--- src/kcc_pkg.sv ---
// shared types and constants for the k-mer co-occurrence counter
`default_nettype none
package kcc_pkg;

  // command codes of an input beat
  localparam logic CMD_ADD   = 1'b0;
  localparam logic CMD_QUERY = 1'b1;

  // commands from controller to datapath
  typedef struct packed {
    logic clr_step;     // clearing pass: write zero at clear address
    logic clr_adv;      // advance clear address
    logic capture;      // latch the input beat
    logic buf_rd;       // read set buffer at scan index
    logic pair_rd;      // read pair counter for buffered id
    logic pair_wr;      // write incremented pair counter
    logic scan_adv;     // advance scan index
    logic tmpl_rd;      // read template counters
    logic tmpl_wr;      // write incremented template count, append to set
    logic set_close;    // last_in_set handling
    logic q_rd;         // read counters for a query
    logic q_load;       // load result register
  } kcc_cmd_t;

  // status from datapath to controller
  typedef struct packed {
    logic clr_done;
    logic is_query;
    logic id_ok;        // add id in range and room in set
    logic scan_done;    // all buffered ids visited
  } kcc_sts_t;

endpackage
`default_nettype wire

--- src/kcc_ctrl.sv ---
// controller state machine of the co-occurrence counter
`default_nettype none
module kcc_ctrl
  import kcc_pkg::*;
(
  input  wire logic     clk,
  input  wire logic     rst_n,
  input  wire logic     in_valid,
  output logic          in_stall,
  output logic          out_valid,
  input  wire logic     out_stall,
  input  wire kcc_sts_t sts,
  output kcc_cmd_t      cmd
);

  typedef enum logic [9:0] {
    S_CLEAR  = 10'b0000000001,
    S_IDLE   = 10'b0000000010,
    S_DECODE = 10'b0000000100,
    S_BUFRD  = 10'b0000001000,
    S_PAIRRD = 10'b0000010000,
    S_PAIRWAIT = 10'b0000100000,
    S_PAIRWR = 10'b0001000000,
    S_TMPL   = 10'b0010000000,
    S_QWAIT  = 10'b0100000000,
    S_QLOAD  = 10'b1000000000
  } state_t;

  state_t state_r, state_nxt;
  logic   out_valid_r, out_valid_nxt;

  // next state and command decode
  always_comb begin
    state_nxt     = state_r;
    out_valid_nxt = out_valid_r && out_stall;
    cmd           = '0;
    in_stall      = 1'b1;
    case (state_r)
      S_CLEAR: begin
        cmd.clr_step = 1'b1;
        cmd.clr_adv  = 1'b1;
        if (sts.clr_done) begin
          state_nxt = S_IDLE;
        end
      end
      S_IDLE: begin
        in_stall    = 1'b0;
        cmd.capture = in_valid;
        if (in_valid) begin
          state_nxt = S_DECODE;
        end
      end
      S_DECODE: begin
        if (sts.is_query) begin
          cmd.q_rd  = 1'b1;
          state_nxt = S_QWAIT;
        end else if (!sts.id_ok) begin
          cmd.set_close = 1'b1;
          state_nxt     = S_IDLE;
        end else if (sts.scan_done) begin
          cmd.tmpl_rd = 1'b1;
          state_nxt   = S_TMPL;
        end else begin
          cmd.buf_rd = 1'b1;
          state_nxt  = S_BUFRD;
        end
      end
      S_BUFRD: begin
        cmd.pair_rd = 1'b1;
        state_nxt   = S_PAIRRD;
      end
      S_PAIRRD: begin
        state_nxt = S_PAIRWAIT;
      end
      S_PAIRWAIT: begin
        state_nxt = S_PAIRWR;
      end
      S_PAIRWR: begin
        cmd.pair_wr  = 1'b1;
        cmd.scan_adv = 1'b1;
        state_nxt    = S_DECODE;
      end
      S_TMPL: begin
        cmd.tmpl_wr   = 1'b1;
        cmd.set_close = 1'b1;
        state_nxt     = S_IDLE;
      end
      S_QWAIT: begin
        state_nxt = S_QLOAD;
      end
      // hold the read counters until the result register is free
      S_QLOAD: begin
        if (!out_valid_r || !out_stall) begin
          cmd.q_load    = 1'b1;
          out_valid_nxt = 1'b1;
          state_nxt     = S_IDLE;
        end
      end
      default: begin
        state_nxt = S_CLEAR;
      end
    endcase
  end

  // state registers
  always_ff @(posedge clk) begin
    if (!rst_n) begin
      state_r     <= S_CLEAR;
      out_valid_r <= 1'b0;
    end else begin
      state_r     <= state_nxt;
      out_valid_r <= out_valid_nxt;
    end
  end

  assign out_valid = out_valid_r;

  // a result is only produced from the read side of a query
  ap_load_from_query: assert property (@(posedge clk) disable iff (!rst_n)
    cmd.q_load |-> $past(state_r == S_QWAIT || state_r == S_QLOAD))
    else $error("result loaded outside query");
  // no beat accepted during clearing pass
  ap_no_accept_clear: assert property (@(posedge clk) disable iff (!rst_n)
    state_r == S_CLEAR |-> in_stall)
    else $error("input accepted while clearing");
  // pair write follows a pair read, through the PAIRRD and PAIRWAIT states
  ap_rmw_order: assert property (@(posedge clk) disable iff (!rst_n)
    cmd.pair_wr |-> $past(cmd.pair_rd, 3))
    else $error("pair write without read");

endmodule
`default_nettype wire

--- config.mk ---
export PLATFORM = sky130hd
export DESIGN_NAME = kcc_ctrl
export DESIGN_NICKNAME = d
export VERILOG_FILES = /design/src/kcc_pkg.sv /design/src/kcc_ctrl.sv
export SDC_FILE = /design/constraint.sdc
export NUM_CORES = 1
export LEC_CHECK = 0
export BUFFER_PORTS_ARGS = -buffer_cell sky130_fd_sc_hd__buf_2
export CAP_MARGIN = 10
export CORE_ASPECT_RATIO = 0.9
export CORE_MARGIN = 10
export CORE_UTILIZATION = 30
export CTS_CLUSTER_DIAMETER = 50
export CTS_CLUSTER_SIZE = 25
export DETAILED_ROUTE_END_ITERATION = 16
export HOLD_SLACK_MARGIN = 0.08
export SLEW_MARGIN = 10
export SYNTH_ARGS = -nofsm -noshare
export SYNTH_HDL_FRONTEND = slang
export SYNTH_SLANG_ARGS = --single-unit
--- constraint.sdc ---
create_clock -name clk -period 3.1 [get_ports clk]
set_clock_uncertainty 0.2 [all_clocks]
set_input_delay 0.465 -clock clk [delete_from_list [all_inputs] [get_ports clk]]
set_output_delay 0.465 -clock clk [all_outputs]
set_load 0.005 [all_outputs]
# == After elaboration in Yosys (flattened, before gate mapping) ==
# Index checks and enable logic that the tools add are counted.
# op_classes
eq_ne,13
muxes,30
n_reduce_logical,5
# ops
op,n
$pmux 10 s10,1
$mux 10,5
$mux 1,20
$eq 10x1->1 const B,1
$eq 10x10->1 const B,1
$eq 10x2->1 const B,1
$eq 10x3->1 const B,1
$eq 10x4->1 const B,1
$eq 10x5->1 const B,1
$eq 10x6->1 const B,1
$eq 10x7->1 const B,1
$eq 10x8->1 const B,1
$eq 10x9->1 const B,1
$mux 8,1
$ne 2x2->1 const B,3
$mux 2,2
$reduce_and 3->1,1
$logic_not 1->1,2
$pmux 1 s2,1
$logic_and 1x1->1,1
$logic_or 1x1->1,1
# word_totals
reg_bits,11
inputBits,8
output_inout_bits,14
elab_cells,50

# == Longest topological paths before layout ==
# logic_depth
word_depth,4
ltp_mapped,6
depth_no_buf,5

# == Worst setup path before layout ==
# OpenSTA, ideal clock, no wires.
# synth_timing
path_type,reg2out
start,register state_r[7]
end,output port cmd[8] (netlist name)
arrival_time_ps,1338
t_required_ps,2435
path_slack_ps,1097
stages_incl_launch_ff,7
path_buffers,1
path_cell_list,dfxtp_1 > buf_6 > nor3_4 > nand4b_2 > nor3b_2 > and2b_1 > and3b_2
# synth_lines
item,line_no,source
from (decl),kcc_ctrl.sv:29,"state_t state_r, state_nxt;"
from (signal assigned),kcc_ctrl.sv:111,state_r <= state_nxt;
to (decl),kcc_ctrl.sv:13,output kcc_cmd_t cmd

==> results.cfg <==
[synthesis]
yosysSeqAreaShare_pct = 29.5
ys_seq_elements = 11
yosysMostFrequentCell = dfxtp_1
synth-edff-count = 0
synthFlopType = dfxtp_1
yosys.area.top_type = dfxtp_1
synthesis.nets = 93
netlist_top_cells_count = dfxtp_1 (11), nor2_1 (9), o21ai_0 (5)
synth.area.top_cells = dfxtp_1 (29%), nor2_1 (4.5%), xor2_1 (3.5%)
synth_area_um2 = 747
ys_async_sr_fraction_pct = 0
yosys_warnings = 0
syn_avg_cell_area_um2 = 8.79
synth_cells = 85
synth_top_area_share_pct = 29.5
ys_types = 42

[clock_tree]
cts_buffers = 3
cts_setup_buffers = 0
cts_sinks = 11
h-tree-depth = 1
cts.clk_slew.worst_paths_ps = 80
cts.repair.resized = 0
holdBufCountCts = 0
ctsRootBufferMaster = clkbuf_4
clk_latency_ps = 270
clock_path_buffers = 2
cts_tree = yes

[layout]
diodes = 0
drive_gt1_share_pct = 39.0
syn2layout_area_growth_pct = 16.9
fill_cells = 261
register_area_um2 = 220
utilization_pct = 36.0
multi_input_area_um2 = 478
layout.nets = 114

[die]
die_w_um = 72.6
die_area_mm2 = 0.00489
initial_core_util_pct = 30.8
io_pins = 22
core_area_mm2 = 0.00242
die_h_um = 67.3
rows = 17

[pwr]
p_per_area_mw_per_mm2 = 396
ir_worst_vdd_v = 0.000210
p_leak_nw = 0.404
total_power_w = 0.000346

[flow_run]
maxCapViolCount = 0

[global_route]
grt_max_degree = 10
grt-ovfl-total = 0
grt_pass1_vias = 710
grt_first_pass_wirelength_um = 3220
antenna_found_initial = 0
grt_usage_pct = 8.30

[worst_hold_path]
min-delay-start = rst_n
hold_class = input port to flop

[worst_setup_path]
cp_max_fo = 8
r2r_end = state_r[5]
cp-start-kind = flop
worstSetupEndpointType = output port
r2r_cells = 5
crit_end = cmd[4]
reg2reg_slack_ps = 1180
path_class = flop to output port
required_ps = 2430
cp_cell_sequence = nor3_4, nand4b_2, nor3b_2, and2b_1, and3_2, buf_2
crit_path_start = state_r[6]
slowest_stage = dfxtp_1
arrival_ps = 1940
critical-path-max-stage-delay_ps = 400
worstReg2RegStart = state_r[2]

[placed_design]
io_buffers = 21
gp_congestion = 0.868
place_hpwl_um = 1530

[timing]
fmax_mhz = 384
worst_pin_slew_ps = 444
finalCriticalPeriod_ps = 2600
rsz0062_at_grt = false
hold_violations = 0
setup_viol = 0
setup_tns_ps = 0
relSlewSlack_pct = 70.2
drv_slew = 0
finalCritPeriodShare_pct = 83.9

[route]
first_pass_iters = 4
drc = 0
wl_per_cell_um = 14.1
detail-route-antenna-nets = 0
vias_per_cell = 5.39
vias = 717
drtIter0Drc = 40
wirelength_um = 1870

[status]
status = complete, no violations
-- worst min-delay path by stage --
stage / end / slack, ps / cells after the start
floorplan: out_valid / 280 / 2
CTS: state_r[0] / 210 / 2
finish: state_r[0] / 210 / 2
global route: state_r[0] / 210 / 2
global placement: out_valid / 280 / 2
detailed placement: out_valid / 290 / 2
-- cells in the final DEF (no fill, tap or decap), drive strengths merged --
cell type | Yosys | routed
and2 | 3 | 3
xor2 | 3 | 3
nor3b | 3 | 3
nand4b | 1 | 1
clkinv | 0 | 1
o21a | 1 | 1
a21boi | 1 | 1
clkbuf | 1 | 3
nor3 | 4 | 4
o211ai | 2 | 2
and4bb | 2 | 2
a21oi | 2 | 2
nand4 | 3 | 3
o31ai | 1 | 1
and4 | 2 | 2
and2b | 2 | 2
buf | 4 | 21
a211oi | 1 | 1
and3b | 1 | 1
a21o | 1 | 1
o21ba | 1 | 1
nand3 | 3 | 3
and3 | 3 | 3
mux2i | 1 | 1
dfxtp | 11 | 11
nand2 | 2 | 2
nor2 | 11 | 11
and4b | 2 | 2
nor4 | 1 | 1
o221ai | 1 | 1
o21ai | 5 | 5
nor2b | 4 | 4
inv | 2 | 2
-- stage by stage --
step / worst slack, ps / instance area (um^2) / cells / hold WS, ps
CTS: 486 / 873 / 133 / 209
floorplan: 1100 / 747 / 85 / 285
global route: 315 / 873 / 133 / 210
finish: 498 / 873 / 133 / 210
global placement: 826 / 846 / 129 / 277
detailed placement: 797 / 846 / 129 / 288
-- flip-flops by register name (all words and copies together) (netlist names) --
name / cells
out_valid: 1
state_r: 10
-- per-layer routing --
layer,vias to the layer above,GRT usage [%],routed length (um),part of all wire [%]
li1,354,-,-,-
met1,331,8.85,855,46
met2,30,13.0,770,41
met3,2,4.69,209,11
met4,0,4.27,34,1.8
met5,-,0,0,0
-- kinds of logic after synthesis --
family / share of synthesized area (%)
DFF: 29.5
buffers and inverters: 6.53
xor gates and xnor gates: 3.52
and+or+nand+nor: 44.1
AOI/OAI and AO/OA: 15.1
muxes: 1.34
-- final cells by class --
cell class                 instances  share of cell area [%]
clock inverter                     1                   0.573
clock buffer                       3                    2.58
inverter                           2                   0.860
sequential                        11                    25.2
timing repair buffer              21                    12.0
multi-input combinational         67                    54.7
tap                               28                    4.01
-- where the power goes --
group | internal (W) | switching, W
combinational | 0.0000388 | 0.0000488
clock | 0.0000478 | 0.0000531
sequential | 0.000147 | 0.0000104
-- worst max-delay path, delay by kind of cell (launching register included) --
kind	cells	cell delay [ps]
buffers and inverters	1	100
DFF	1	400
and+or+nand+nor	5	1150
Power figures use the tool's default switching activity.
